`src/sv/wmm_pkg.sv`:
```
// Package for the wildcard motif match and count accumulate block.
// Holds the word types, register and operation codes, and fixed sizes.
// No dependencies.
`default_nettype none

package wmm_pkg;

   localparam int RES_W       = 5;
   localparam int RES_NUM     = 12;
   localparam int PEPTIDE_LEN = 12;
   localparam int PEP_W       = RES_W * RES_NUM;
   localparam int BIN_W       = 11;
   localparam int BIN_EXT_W   = 17;
   localparam int COUNT_W     = 32;
   localparam int LEN_W       = 4;
   localparam int CSR_IDX_W   = 2;

   localparam logic [CSR_IDX_W-1:0] CSR_MOTIF_CODES   = 2'd0;
   localparam logic [CSR_IDX_W-1:0] CSR_WILDCARD_MASK = 2'd1;
   localparam logic [CSR_IDX_W-1:0] CSR_MOTIF_LENGTH  = 2'd2;

   localparam logic OP_ACCUM = 1'b0;
   localparam logic OP_READ  = 1'b1;

   typedef struct packed {
      logic               op;
      logic [PEP_W-1:0]   peptide;
      logic [BIN_W-1:0]   bin;
      logic [COUNT_W-1:0] count;
   } req_type;

   typedef struct packed {
      logic               matched;
      logic [COUNT_W-1:0] bin_total;
   } rsp_type;

   typedef struct packed {
      logic               op;
      logic               matched;
      logic               in_range;
      logic [BIN_W-1:0]   bin;
      logic [COUNT_W-1:0] count;
   } entry_type;

endpackage

`default_nettype wire

```
`src/sv/wmm_front.sv`:
```
// Front part: motif registers, input word acceptance and motif matching.
// Depends on wmm_pkg.
`default_nettype none

module wmm_front #(
   parameter int NUM_BINS = 2048
) (
   input  wire logic                             clock,
   input  wire logic                             reset,
   input  wire logic                             csr_we,
   input  wire logic [wmm_pkg::CSR_IDX_W-1:0]    csr_index,
   input  wire logic [wmm_pkg::PEP_W-1:0]        csr_wdata,
   input  wire logic                             req_valid,
   input  wire wmm_pkg::req_type                 req_data,
   output logic                                  req_stall,
   input  wire logic                             block,
   output logic                                  push,
   output wmm_pkg::entry_type                    entry
);

   import wmm_pkg::*;

   logic [PEP_W-1:0]   motif_ff, motif_in;
   logic [RES_NUM-1:0] wild_ff, wild_in;
   logic [LEN_W-1:0]   len_ff, len_in;
   logic [RES_NUM-1:0] pos_ok;
   logic               match_any;
   logic [BIN_EXT_W-1:0] bin_ext;

   always_comb begin
      motif_in = motif_ff;
      wild_in  = wild_ff;
      len_in   = len_ff;
      if (csr_we) begin
         unique case (csr_index)
            CSR_MOTIF_CODES:   motif_in = csr_wdata;
            CSR_WILDCARD_MASK: wild_in  = csr_wdata[RES_NUM-1:0];
            CSR_MOTIF_LENGTH:  len_in   = csr_wdata[LEN_W-1:0];
            default: ;
         endcase
      end
   end

   always_ff @(posedge clock) begin
      if (reset) begin
         motif_ff <= '0;
         wild_ff  <= '0;
         len_ff   <= '0;
      end else begin
         motif_ff <= motif_in;
         wild_ff  <= wild_in;
         len_ff   <= len_in;
      end
   end

   // Every offset is tested in parallel; positions past the motif length always pass.
   always_comb begin
      match_any = (len_ff == '0);
      pos_ok    = '1;
      for (int j = 0; j < RES_NUM; j++) begin
         pos_ok = '1;
         for (int k = 0; k < RES_NUM - j; k++) begin
            pos_ok[k] = (k >= int'(len_ff)) || wild_ff[k] ||
                        (motif_ff[k*RES_W +: RES_W] == req_data.peptide[(j+k)*RES_W +: RES_W]);
         end
         if ((j + int'(len_ff) <= PEPTIDE_LEN) && (&pos_ok)) begin
            match_any = 1'b1;
         end
      end
   end

   assign bin_ext   = {{(BIN_EXT_W - BIN_W){1'b0}}, req_data.bin};
   assign req_stall = block;
   assign push      = req_valid && !block;

   always_comb begin
      entry.op       = req_data.op;
      entry.matched  = (req_data.op == OP_ACCUM) && match_any;
      entry.in_range = (bin_ext < BIN_EXT_W'(NUM_BINS));
      entry.bin      = req_data.bin;
      entry.count    = req_data.count;
   end

endmodule

`default_nettype wire

```
`config.mk`:
```
export PLATFORM = sky130hd
export DESIGN_NAME = wmm_front
export DESIGN_NICKNAME = d
export VERILOG_FILES = /design/src/sv/wmm_pkg.sv /design/src/sv/wmm_front.sv
export SDC_FILE = /design/constraint.sdc
export NUM_CORES = 1
export LEC_CHECK = 0
export ABC_CLOCK_PERIOD_IN_PS = 8300
export BUFFER_PORTS_ARGS = -buffer_cell sky130_fd_sc_hd__buf_2
export CORE_UTILIZATION = 55
export DETAILED_ROUTE_END_ITERATION = 8
export PLACE_DENSITY = 0.92
export SYNTH_ARGS = -nofsm -noshare
export SYNTH_HDL_FRONTEND = slang
export SYNTH_SLANG_ARGS = --single-unit
```
`constraint.sdc`:
```
create_clock -name clock -period 8.3 [get_ports clock]
set_input_delay 0.415 -clock clock [delete_from_list [all_inputs] [get_ports clock]]
set_output_delay 0.415 -clock clock [all_outputs]
set_load 0.1 [all_outputs]
```
After elaboration in Yosys (flattened, before gate mapping) --
Cells that the tools add are included.
Word-level totals: word-level logic and storage cells 253, output and inout bits 48, input bits 171, register bits after elaboration 76
Operators by class: bitwise logic cells 1, equality and inequality tests 80, $add $sub $neg 11, magnitude comparators 25, reductions and logical operators 121, multiplexer cells 12
Operators with widths (count):
- == test 5 bit | 78
- logical OR 1 bit | 90
- <= comparator 5 x 4 -> 1 bit (second input constant) | 11
- adder 3 x 4 -> 5 bit (first input constant) | 4
- adder 4 x 4 -> 5 bit (first input constant) | 4
- greater-or-equal comparator 3 x 4 -> 1 bit (first input constant) | 4
- greater-or-equal comparator 4 bit (first input constant) | 4
- logical AND 1 bit | 14
- less-than comparator 11 x 12 -> 1 bit (second input constant) | 1
- two-way mux 1 bit | 12
- AND reduction 12 bit | 1
- AND reduction 11 bit | 1
- adder 2 x 4 -> 5 bit (first input constant) | 2
- AND reduction 10 bit | 1
- AND reduction 9 bit | 1
- greater-or-equal comparator 1 x 4 -> 1 bit (first input constant) | 2
- greater-or-equal comparator 2 x 4 -> 1 bit (first input constant) | 2
- AND reduction 2 bit | 4
- AND reduction 8 bit | 1
- AND reduction 7 bit | 1
- AND reduction 6 bit | 1
- adder 1 x 4 -> 5 bit (first input constant) | 1
- AND reduction 5 bit | 1
- <= comparator 4 bit (second input constant) | 1
- other kinds (8) | 8

Logic depth before layout (Yosys ltp) --
depth after elaboration 18, depth in mapped cells 12, depth with buffers taken out 9

Worst setup path after synthesis --
No wires, ideal clock.
path kind reg-to-output, start point register len_ff[2], end point output entry[44] (netlist name), path buffers 2, arrival 3.429 ns, setup slack 4.456 ns, cell stages (with the launch flop) 12, path through dfxtp_1 > buf_6 > clkbuf_1 > inv_1 > ha_1 > a2bb2oi_1 > o21bai_1 > a31oi_1 > or4b_1 > or4_1 > and3_4 > a41oi_2
RTL lines:
- start: declaration | RTL line wmm_front.sv:25 | logic [LEN_W-1:0] len_ff, len_in;
- start signal: assignment | RTL line wmm_front.sv:52 | len_ff <= len_in;
- end: declaration | RTL line wmm_front.sv:18 | output wmm_pkg::entry_type entry

==> results.txt <==
Placed Cells: 1,269
Post-synthesis compound-gate area fraction: 0.128
Primary FF master, synth: dfxtp_1
CTS clk-pin slew, worst paths: 0.07 ns
Crit path to: entry[44]
Synth top area share: 0.231
FFs w/ async S/R, synth: 0
Hold Slack: 0.304 ns
Synth area leaders: xor2_1 (23%), dfxtp_1 (18%), xnor2_1 (18%), nand2_1 (6.8%), a21oi_1 (5.1%)
Syn Area/Cell: 7.43 µm²
Vias in the first global route: 7,535
Post-synthesis cell count: 1,122
Crit start category: flop
R2R cell count: 2
Max VDD drop: 99.4 µV
Area of the die: 15,600 µm²
Crit path from: len_ff[2]
Fin nets: 1,271
Slew margin rel.: 0.363
PostCTS Resize Cnt: 0
GP Congestion: 1.04
#FFs+latches synth: 76
Violated checks: DRC
Syn-to-layout area delta: 4.07%
Vias: 7,965
Worst Setup End Kind: primary output
Initial antenna violation count: 0
Largest net degree at the start of global routing: 77
H-tree levels: 3
Drt wl/cell: 21.1 µm
Core Footprint: 14,600 µm²
Num Clock Sinks: 76
CP Max Fanout: 18
Power Total: 1.12 mW
Fin. max-slew vios: 0
Reg2reg setup slack: 7.00 ns
Setup TNS: 0 ns
Post-DP Area: 8390 µm²
R2R Path Start: motif_ff[8]
DIE WIDTH: 125 µm
Root Driver: clkbuf_16
# IOs: 219
Std-Cell Rows: 44
Syn nets: 1,297
Final setup margin: 3.55 ns
Post-synthesis mux area share: 0.00481
Skew-Pair Late Insertion Delay: 0.34 ns
Initial drt markers: 1,118
PwrDens: 129 nW/µm²
Number of synthesized flops with an enable pin: 0
Total Routing Usage GR: 0.346
Grt total ovfl: 0
Pre-CTS setup slack: 4.02 ns
MaxCap Viol Count: 0
Worst setup path class: reg2out
Unrepaired setup endpoints after global routing: false
Die Ht: 125 µm
Leading area contributor after synthesis: xor2_1
Design area: 8670 µm²
# setup viols final: 0
Minimum clock period: 4.75 ns
Diodes inserted: 0
Vias/cell: 6.20
Global-route wire length before repair: 42,300 µm
HPWL after detailed placement: 19,200 µm
Leakage: 3.61 nW
Share of layout cells above drive strength 1: 0.146
Post-synthesis xor/xnor area fraction: 0.412
Arrival @ worst endpoint: 4.33 ns
RR Endpoint: motif_ff[8]
Clock buffer depth: 2
Setup Skew: 0 ns
PortBufs: 131
Simple-Gate Fraction of Synth Area: 0.160
Sequential fraction of the synthesis area: 0.183
Residual DRC count: 36
Final Hold Viols: 0
First drt pass iteration count: 8
CTS Hold Bufs: 0
Cell variety after synth: 55
CTS Buf Count: 9
Final Non-Filler Cells: 1,285
Post-CTS Setup Bufs: 0
Final antenna-violating net count: 0
Synth Warn #: 0
Hold WC Path Type: in2reg
Netlist Area Pre-Place: 8330 µm²
Final Core Density: 0.592
Worst slew pin tran: 0.954 ns
Initial Util: 0.569
Largest family of logic cells by synthesized area: XOR/XNOR gates
Final WL: 27,100 µm
Period utilization: 0.572
CTS tree: yes
Fmax: 0.211 GHz
Req. time, crit path: 7.89 ns
Synth Area in Adders: 0.00601
Outcome: finished, violations left
[area by class of cell]
cell class                 instances  area [µm²]
fill                            1294        5970
multi-input combinational        870        5930
sequential                        76        1520
timing repair buffer             135         686
tap                              184         230
clock buffer                       9         225
clock inverter                     7        58.8
inverter                           4        15.0
[worst min-delay path by stage]
stage,end,depth (start not counted),slack [ns],startpoint
6_report,motif_ff[42],3,0.30,csr_wdata[42]
5_1_grt,motif_ff[50],3,0.31,csr_wdata[50]
4_1_cts,motif_ff[42],3,0.30,csr_wdata[42]
3_5_place_dp,wild_ff[8],2,0.46,wild_ff[8]
3_3_place_gp,wild_ff[8],2,0.45,wild_ff[8]
2_1_floorplan,wild_ff[8],2,0.43,wild_ff[8]
[state kept, by name, indices dropped and copies added (netlist names)]
register,cells
len_ff,4
motif_ff,60
wild_ff,12
[cell usage in the layout (no fill, tap or decap), drive strengths merged, types with 4 or more instances in the layout]
cell       n
inv        7
nand2    151
nand4      6
nor2      11
a31oi     55
ha         4
nor4       9
xor2     221
nor3      72
o21ai      7
dfxtp     76
xnor2    170
a21oi     85
mux2i      4
a21o       4
nand3     23
buf      135
a2111oi    5
o31ai      6
clkbuf     9
[report_power, final]
part | internal [mW] | total, mW | switching [mW]
Clock | 0.207 | 0.375 | 0.169
Combinational | 0.137 | 0.323 | 0.185
Sequential | 0.377 | 0.417 | 0.0405
[logic make-up (layout without fill, tap and decap cells)]
kind of cell	Yosys count	after routing
compound gates	179	179
buf+inv	176	155
other cells	1	1
simple gates	291	291
mux	4	4
fa+ha+maj	4	4
flops	76	76
xor+xnor	391	391
[synth_stat cells, drive strengths merged, types with 5 or more instances]
cell	instances
xor2	221
xnor2	170
nand2	151
buf	96
a21oi	85
clkbuf	76
dfxtp	76
nor3	72
a31oi	55
nand3	23
nor2	11
nor4	9
o21ai	7
nand4	6
o31ai	6
a2111oi	5
[routing by layer]
metal	GRT usage	share of wire
met3	0.0723	0.12
met4	0.194	0.052
met1	0.452	0.39
met2	0.532	0.44
met5	0	0
[worst max-delay path, stage by stage (launching register included)]
cell and delay (ns):
dfxtp_1 0.51, inv_1 0.25, ha_1 0.29, a2bb2oi_1 0.11, o21bai_1 0.77, a31oi_1 0.06, or4b_1 0.57, or4_1 0.53
and3_4 0.19, a41oi_2 0.24, buf_2 0.47
(Power assumes the default switching activity.)
