## config.mk

```make
export PLATFORM = sky130hd
export DESIGN_NAME = wmm_fifo
export DESIGN_NICKNAME = d
export VERILOG_FILES = /design/src/sv/wmm_fifo.sv
export SDC_FILE = /design/constraint.sdc
export NUM_CORES = 1
export LEC_CHECK = 0
export ABC_CLOCK_PERIOD_IN_PS = 1500
export BUFFER_PORTS_ARGS = -buffer_cell sky130_fd_sc_hd__buf_2
export CORE_UTILIZATION = 28
export CTS_CLUSTER_SIZE = 25
export DETAILED_ROUTE_END_ITERATION = 10
export GPL_ROUTABILITY_DRIVEN = 0
export HOLD_SLACK_MARGIN = 0.05
export PLACE_DENSITY = 0.49
export SYNTH_ARGS = -nofsm -noshare
export SYNTH_HDL_FRONTEND = slang
export SYNTH_SLANG_ARGS = --single-unit
```

## constraint.sdc

```tcl
create_clock -name clock -period 1.5 [get_ports clock]
set_clock_uncertainty 0.1 [all_clocks]
set_input_delay 0.3 -clock clock [delete_from_list [all_inputs] [get_ports clock]]
set_output_delay 0.3 -clock clock [all_outputs]
set_load 0.1 [all_outputs]
```

## src/sv/wmm_fifo.sv

```systemverilog
// Small first-in first-out queue of fixed-width words.
// Used between the front and back parts and as the result buffer; no dependencies.
`default_nettype none

module wmm_fifo #(
   parameter int WIDTH = 8,
   parameter int DEPTH = 2
) (
   input  wire logic             clock,
   input  wire logic             reset,
   input  wire logic             push,
   input  wire logic [WIDTH-1:0] push_data,
   input  wire logic             pop,
   output logic      [WIDTH-1:0] pop_data,
   output logic                  not_empty,
   output logic                  full
);

   localparam int PTR_W = $clog2(DEPTH);

   logic [WIDTH-1:0] slot_ff [DEPTH];
   logic [PTR_W-1:0] wr_ptr_ff, wr_ptr_in;
   logic [PTR_W-1:0] rd_ptr_ff, rd_ptr_in;
   logic [PTR_W:0]   count_ff, count_in;

   assign not_empty = (count_ff != '0);
   assign full      = (count_ff == (PTR_W + 1)'(DEPTH));
   assign pop_data  = slot_ff[rd_ptr_ff];

   always_comb begin
      wr_ptr_in = push ? wr_ptr_ff + 1'b1 : wr_ptr_ff;
      rd_ptr_in = pop ? rd_ptr_ff + 1'b1 : rd_ptr_ff;
      count_in  = count_ff;
      if (push && !pop) begin
         count_in = count_ff + 1'b1;
      end else if (pop && !push) begin
         count_in = count_ff - 1'b1;
      end
   end

   always_ff @(posedge clock) begin
      if (reset) begin
         wr_ptr_ff <= '0;
         rd_ptr_ff <= '0;
         count_ff  <= '0;
      end else begin
         wr_ptr_ff <= wr_ptr_in;
         rd_ptr_ff <= rd_ptr_in;
         count_ff  <= count_in;
      end
   end

   always_ff @(posedge clock) begin
      if (push) begin
         slot_ff[wr_ptr_ff] <= push_data;
      end
   end

endmodule

`default_nettype wire

```

# Yosys cells after proc, flatten, opt, wreduce, memory -nomap -nowiden
# Memory sizes are Yosys's and may differ from the RTL's. A register that Yosys moved wholly into a read port is not among the register bits.
# Cells that the tools add are included.
dict set report classes {
  n_eq_ne 1
  n_mux 6
  n_reduce_logical 6
  n_addsub 4
}
# cell n
set ops {}
lappend ops {{2-to-1 mux 1 bit} 4}
lappend ops {{2-to-1 mux 2 bit} 2}
lappend ops {{nonzero test 2 bit} 2}
lappend ops {{adder 1 bit, second input constant} 2}
lappend ops {{adder 2 x 1 -> 2 bit, second input constant} 1}
lappend ops {{== test 2 bit, second input constant} 1}
lappend ops {{logical AND 1 bit} 2}
lappend ops {{logical NOT 1 bit} 2}
lappend ops {{subtractor 2 x 1 -> 2 bit, second input constant} 1}
dict set report word_totals {
  inputBits 12
  out_inout_bits 10
  word_cells 21
  mem_bits_rw 16
  register_bits 4
  memories 1
}
# memory depth word_bits rd rd_clocked_by_memory_dff write_ports line_no
set memory_table {}
lappend memory_table {slot_ff 2 8 1 1 1 21} ;# logic [WIDTH-1:0] slot_ff [DEPTH];

# Logic depth before layout (Yosys ltp)
# Gate-level depths: netlist (run 1).
dict set report depth {
  ltp_word 4
  depth_mapped 5
  ltp_nobuf 5
}

# Worst setup path before layout (run 1)
# No wires, ideal clock.
dict set report synth_timing {
  path_kind {reg-to-output}
  from {reg (tool-made name)}
  to {out pop_data[0]}
  arrival_time_ns 1.018
  path_slack_ns 0.082
  stages_incl_launch_ff 3
  t_required_ns 1.100
  n_path_buf 1
  cell_sequence {dfxtp_1 buf_2 mux2_2}
}
# item line_no
set synth_lines {}
lappend synth_lines {{end, declared} 14} ;# output logic [WIDTH-1:0] pop_data,

==> out/metrics.csv, run 1 <==
metric;value;unit
tightestPinTransition;181.5;ps
start_util;30.60;%
ir_drop;0.0004842;V
grt_pass1_wl;2.042;mm
syn_area_per_cell;16.72;µm²
worstPathMaxFanout;8;
status;complete, but fails checks;
cts-root-buf;clkbuf_4;
hold-worst-slack;85.76;ps
wirelength;1.240;mm
cts_tree;yes;
grt_usage;10.21;%
yosys_warnings;0;
synthTopCellsByArea;edfxtp_1, dfxtp_1, mux2_2;
rsz0062_at_grt;yes;
violations;setup timing;
drt-wirelength-per-cell;11.70;µm
synth-seq-cells;21;
slew_viol_final;0;
hold_viol;0;
core;2567;µm²
ys.flop_type;edfxtp_1;
via_per_inst;4.274;
area_growth;50.64;%
rrSetupSlack;360;ps
drc;0;
maxCapViolCount;0;
final.period_utilization;111.9;%
seq_area_frac_synth;73.89;%
finalCoreUtilization;46.10;%
cts_made_buffers;3;
crit_arrival;1280;ps
r2r-end;count_ff[1];
crit_type;reg -> out;
whs_path_depth;1;
clock_latency;290;ps
finalSetupViolCount;8;
crit_path_start_kind;flip-flop;
synth_cell_type_count;16;
grt_pass1_vias;471;
num_antenna_cells;0;
pre_cts_slack;56.12;ps
hold_path_class;in -> reg;
relSlewSlack;87.81;%
yosys.area.top_type;edfxtp_1;
finalCriticalPeriod;1678;ps
num_io_pins;22;
grt_max_degree;12;
postRouteAntennaNets;0;
async_reset_ff_share;0;%
gr-total-overflow;0;
die_area;3022;µm²
port_buffers;21;
yosysTopAreaCellShare;61.15;%
hold_end;slot_ff[1][3];
setup_tns;-1376;ps
die_y;54.98;µm
max_freq;595.9;MHz
fillers;249;
p_leak;0.4870;nW
holdBufCountCts;0;
antenna_found_initial;0;
rows;18;
setup_slack;-178.0;ps
required;1100;ps
rr_startpoint;count_ff[0];
cp-end-kind;primary output;
p_per_area;1283;nW/µm²
first_iter_violations;5;
min_from;push_data[3];
firstDrtPassIters;2;
synth_fp_nets;60;
die_x;54.98;µm
worstRegToRegCells;3;
drive_gt1_share;55.26;%
dp_hpwl;922.6;µm
clock_path_buffers;2;
synthCells;47;
fin_nets;90;
routed-via-count;453;
final_cell_mix;edfxtp_1, buf_2, buf_12, mux2_4;
synth_edf_count;16;
layout_commonest_cell;edfxtp_1;
clock-sinks;21;
cts.reportedPaths.clkPinSlew;110;ps
syn_area;785.8;µm²
htree_levels;1;
postCtsSetupBuffers;0;
## cell usage after synthesis, types with 2 or more instances
library cell	number
nor2_1	4
mux2_2	8
xnor2_1	2
edfxtp_1	16
dfxtp_1	5
xor2_1	2
## power by group
part | leakage [nW] | switching [W] | internal (W)
clock network | 0.0150 | 0.000159 | 0.000103
logic | 0.279 | 0.000339 | 0.000225
registers | 0.193 | 0.0000190 | 0.000674
## state kept, by name (all words and copies together), names as in the netlist, named ones only
signal,cells
rd_ptr_ff,1
slot_ff,16
wr_ptr_ff,1
count_ff,2
## per-layer routing
metal,vias to the layer above,track usage [%],wire [µm]
li1,226,-,-
met3,2,3.005,86
met2,11,14.86,595
met4,0,7.500,15
met5,-,0,0
met1,214,12.74,542
## critical path, cell delays in order, from the launching register on
cell	delay, ps
dfxtp_2	350
buf_8	140
mux2_4	320
buf_12	170
## stage by stage
step | std cells | instance area [µm²] | total power (W)
after floorplan | 47 | 785.8 | 0.001037
after global placement | 102 | 1111 | 0.001239
after detailed placement | 102 | 1111 | 0.001242
after CTS | 106 | 1181 | 0.001540
after global routing | 106 | 1184 | 0.001580
final | 106 | 1184 | 0.001518
## how the worst max path moves through the flow
| stage | from | depth (start not counted) | endpoint | slack (ps) |
|---|---|---|---|---|
| final | flip-flop | 3 | pop_data[2] | -180 |
| after global routing | flip-flop | 3 | pop_data[2] | -240 |
| after CTS | flip-flop | 3 | pop_data[4] | -200 |
| after detailed placement | push | 4 | count_ff[1] | 60 |
| after global placement | flip-flop | 3 | pop_data[4] | 90 |
| after floorplan | flip-flop | 2 | pop_data[0] | 80 |
## cells by family (layout without fill, tap and decap cells)
kind of cell | Yosys count | count (layout) | share of synthesized area (%)
AOI/OAI and AO/OA | 2 | 2 | 1.273
buffers and inverters | 2 | 31 | 1.114
xor gates and xnor gates | 4 | 4 | 4.459
muxes | 8 | 8 | 11.47
adders and majority gates | 1 | 1 | 1.592
and+or+nand+nor | 9 | 9 | 6.212
DFF | 21 | 21 | 73.89
## area by class of cell
| cell class | count | area (µm²) | share of cell area (%) |
|---|---|---|---|
| Timing Repair Buffer | 26 | 300.3 | 25.37 |
| Clock buffer | 4 | 26.28 | 2.220 |
| Inverter | 1 | 3.754 | 0.3171 |
| Sequential cell | 21 | 586.8 | 49.58 |
| Multi-Input combinational cell | 24 | 229.0 | 19.34 |
| Tap cell | 30 | 37.54 | 3.171 |
## timing repair
item                       in CTS  in global routing
setup endpoints to repair      10                 10
gates resized for setup        14                  1
pin swaps                       0                  0
Note: power is estimated with default switching activity, not from simulation.
==> inputs of run 2 (changes only) <==
--- a/config.mk
+++ b/config.mk
@@ -7,8 +7,8 @@
 export LEC_CHECK = 0
 export ABC_CLOCK_PERIOD_IN_PS = 1500
 export BUFFER_PORTS_ARGS = -buffer_cell sky130_fd_sc_hd__buf_2
+export CORE_ASPECT_RATIO = 0.6
 export CORE_UTILIZATION = 28
-export CTS_CLUSTER_SIZE = 25
 export DETAILED_ROUTE_END_ITERATION = 10
 export GPL_ROUTABILITY_DRIVEN = 0
 export HOLD_SLACK_MARGIN = 0.05
==> out/metrics.csv, run 2 (synthesis results as in run 1) <==
metric;value;unit
reg_top3;slot_ff x16, count_ff x2;
fin_nets;90;
max_freq;617.4;MHz
relSlewSlack;88.31;%
finish.instance_area;1201;µm²
num_io_pins;22;
crit_path_start_kind;flip-flop;
drt-wirelength-per-cell;12.95;µm
core;2575;µm²
final_cell_mix;edfxtp_1, buf_2, buf_12, mux2_4, nor2_1;
cp-end-kind;primary output;
slew_viol_final;0;
cts_tree;yes;
start_util;30.52;%
htree_levels;1;
cts_made_buffers;3;
final.period_utilization;108.0;%
hold_path_class;in -> reg;
status;complete, but fails checks;
maxCapViolCount;0;
num_antenna_cells;0;
p_per_area;1346;nW/µm²
cts.reportedPaths.clkPinSlew;70;ps
firstDrtPassIters;2;
required;1100;ps
hold_viol;0;
finalCriticalPeriod;1620;ps
crit_type;reg -> out;
postPlaceCellArea;985.9;µm²
holdBufCountCts;0;
grt_pass1_vias;460;
violations;setup timing;
via_per_inst;4.157;
drive_gt1_share;56.58;%
regMostFlops;slot_ff;
clock_latency;250;ps
grt_usage;10.32;%
rows;14;
cts-root-buf;clkbuf_8;
drc;0;
die_x;70.39;µm
antenna_found_initial;0;
port_buffers;21;
largest_register_ffs;16;
worstPathMaxFanout;4;
routed-via-count;449;
rsz0062_at_grt;yes;
grt_pass1_wl;2.194;mm
ir_drop;0.0006694;V
pre_cts_slack;25.44;ps
setup_slack;-119.8;ps
p_total;0.001616;W
setup_tns;-886.2;ps
first_iter_violations;16;
die_y;43.04;µm
finalSetupViolCount;8;
tightestPinTransition;174.1;ps
wirelength;1.399;mm
gr-total-overflow;0;
postRouteAntennaNets;0;
grt_max_degree;13;
p_leak;0.4971;nW
crit_arrival;1220;ps
die_area;3029;µm²
area_growth;52.87;%
layout_commonest_cell;edfxtp_1;
clock_path_buffers;2;
clock-sinks;21;
==> run 2: changes by cell type in the layout (fill, tap and decap cells not counted), sizes merged <==
cell    previous run  this run
clkbuf             4         3
clkinv             0         1
==> run 2: what timing repair did <==
item,4_1_cts,5_1_grt
endpoints found under the setup margin,8,10
buffers inserted,0,1
resized for setup,43,2
==> run 2: cell type report <==
cell class | instances | area (µm²)
fillers | 230 | 1374
multi-input cells | 24 | 226.5
well taps | 32 | 40.04
inverters | 1 | 3.754
clock buffers | 3 | 41.29
flip-flops and latches | 21 | 584.3
repair buffers | 26 | 300.3
clock inverters | 1 | 5.005
==> run 2: worst paths after layout <==
| path | startpoint | endpoint | slack [ps] | cells after the start |
|---|---|---|---|---|
| min | push_data[5] | slot_ff[0][5] | 130 | 1 |
| min reg2reg | rd_ptr_ff | rd_ptr_ff | 420 | 2 |
| max reg2reg | count_ff[1] | count_ff[1] | 390 | 3 |
| max | flip-flop | pop_data[6] | -120 | 3 |
==> run 2: critical path, stage by stage, from the launching register on <==
cell	delay, ps
dfxtp_2	350
buf_6	120
mux2_4	320
buf_12	170
==> run 2: through the flow <==
step           cells  hold slack [ps]  utilization (%)
6_report         108            134.1            46.65
5_1_grt          108            125.9            46.65
4_1_cts          107            127.4            46.26
3_5_place_dp     103            395.6            38.29
3_3_place_gp     103            388.6            38.29
2_1_floorplan     47            269.1                -
==> run 2: metal layers <==
layer / global-route usage [%] / share of wire (%) / vias up / routed length (µm)
met3: 4.751 / 5.5 / 2 / 77
met2: 15.05 / 44 / 15 / 618
met1: 13.45 / 50 / 207 / 695
met5: 0 / 0 / - / 0
met4: 3.600 / 0.57 / 0 / 8
li1: - / - / 225 / -
==> run 2: power breakdown <==
group	internal, W	switching (W)
sequential	0.000674	0.0000191
combinational	0.000223	0.000342
clock	0.000185	0.000173
total	0.00108	0.000534
==> inputs of run 3 (changes only) <==
--- a/config.mk
+++ b/config.mk
@@ -7,12 +7,14 @@
 export LEC_CHECK = 0
 export ABC_CLOCK_PERIOD_IN_PS = 1500
 export BUFFER_PORTS_ARGS = -buffer_cell sky130_fd_sc_hd__buf_2
+export CELL_PAD_IN_SITES_DETAIL_PLACEMENT = 1
+export CELL_PAD_IN_SITES_GLOBAL_PLACEMENT = 1
 export CORE_ASPECT_RATIO = 0.6
 export CORE_UTILIZATION = 28
 export DETAILED_ROUTE_END_ITERATION = 10
 export GPL_ROUTABILITY_DRIVEN = 0
 export HOLD_SLACK_MARGIN = 0.05
-export PLACE_DENSITY = 0.49
+export PLACE_DENSITY = 0.57
 export SYNTH_ARGS = -nofsm -noshare
 export SYNTH_HDL_FRONTEND = slang
 export SYNTH_SLANG_ARGS = --single-unit
==> out/metrics.csv, run 3 (synthesis results as in run 1) <==
metric;value;unit
via_per_inst;4.385;
regMostFlops;slot_ff;
cp-end-kind;primary output;
largest_register_ffs;16;
reg_top3;slot_ff x16, count_ff x2;
wirelength;1.555;mm
first_iter_violations;13;
cts_made_buffers;3;
die_x;70.39;µm
clock-sinks;21;
fin_nets;91;
grt_pass1_vias;498;
violations;setup timing;
maxCapViolCount;0;
grt_max_degree;13;
slew_viol_final;0;
grt_pass1_wl;2.477;mm
drive_gt1_share;57.14;%
layout_commonest_cell;edfxtp_1;
port_buffers;21;
final.period_utilization;107.3;%
final_cell_mix;edfxtp_1, buf_2, buf_12, mux2_4;
gr-total-overflow;0;
dp_cells;102;
required;1100;ps
start_util;30.52;%
p_per_area;1345;nW/µm²
holdBufCountCts;0;
status;complete, but fails checks;
area_growth;54.46;%
worstPathMaxFanout;4;
rsz0062_at_grt;yes;
rows;14;
dp_hpwl;1.131;mm
die_y;43.04;µm
hold-worst-slack;132.7;ps
num_antenna_cells;0;
p_leak;0.5023;nW
grt_usage;11.58;%
postPlaceCellArea;1099;µm²
htree_levels;1;
crit_path_start_kind;flip-flop;
firstDrtPassIters;4;
drc;0;
crit_arrival;1210;ps
p_total;0.001633;W
finish.instance_area;1214;µm²
setup_slack;-109.5;ps
relSlewSlack;73.81;%
crit_type;reg -> out;
cts.reportedPaths.clkPinSlew;70;ps
tightestPinTransition;392.9;ps
ir_drop;0.0004549;V
routed-via-count;478;
num_io_pins;22;
cts_tree;yes;
finalCriticalPeriod;1609;ps
antenna_found_initial;0;
hold_path_class;in -> reg;
clock_path_buffers;2;
die_area;3029;µm²
finalNonFillerCells;109;
max_freq;621.3;MHz
postRouteAntennaNets;0;
hold_viol;0;
finalSetupViolCount;8;
drt-wirelength-per-cell;14.27;µm
core;2575;µm²
cts-root-buf;clkbuf_8;
clock_latency;250;ps
run 3: layer usage:
| layer | wire [µm] | share of wire [%] | vias to the layer above | global-route usage, % |
|---|---|---|---|---|
| met5 | 0 | 0 | - | 0 |
| met2 | 736 | 47 | 18 | 17.52 |
| li1 | - | - | 226 | - |
| met3 | 92 | 5.9 | 0 | 4.751 |
| met1 | 727 | 47 | 234 | 15.14 |
| met4 | 0 | 0 | 0 | 3.600 |
run 3: per-stage QoR:
stage	utilization, %	worst slack, ps	setup TNS, ps
floorplan	-	82.42	0
global placement	42.66	105.1	0
detailed placement	42.66	36.32	0
CTS	46.02	-119.1	-927.8
global route	47.13	-148.0	-1127
finish	47.13	-109.5	-838.7
run 3: final timing paths:
path,from,endpoint,slack (ps),cells after the start
min reg2reg,rd_ptr_ff,flip-flop,460,2
min,push_data[6],slot_ff[1][6],130,1
max reg2reg,count_ff[0],count_ff[1],220,4
max,flip-flop,pop_data[4],-110,3
run 3: repair_timing:
action                                  CTS  global route
gates resized for setup                  12             3
endpoints found under the setup margin    9             9
endpoints found under the hold margin     0             0
setup buffers                             0             3
pin swaps                                 0             0
run 3: layout make-up:
class / instances / area (µm²)
inverter: 1 / 3.754
clock inverter: 1 / 5.005
fill: 261 / 1361
timing repair buffer: 27 / 307.8
tap: 32 / 40.04
clock buffer: 3 / 41.29
sequential: 21 / 586.8
multi-input combinational: 24 / 229.0
run 3: report_power, final:
group	switching, W	leakage, nW	internal, W
Combinational	0.000349	0.284	0.000235
Clock	0.000168	0.0255	0.000184
Sequential	0.0000211	0.193	0.000675
Total	0.000538	0.502	0.00109
run 3: worst max-delay path, cell delays in order, from the launching register on:
cell and delay (ps):
dfxtp_2 350, buf_6 120, mux2_4 310, buf_12 170
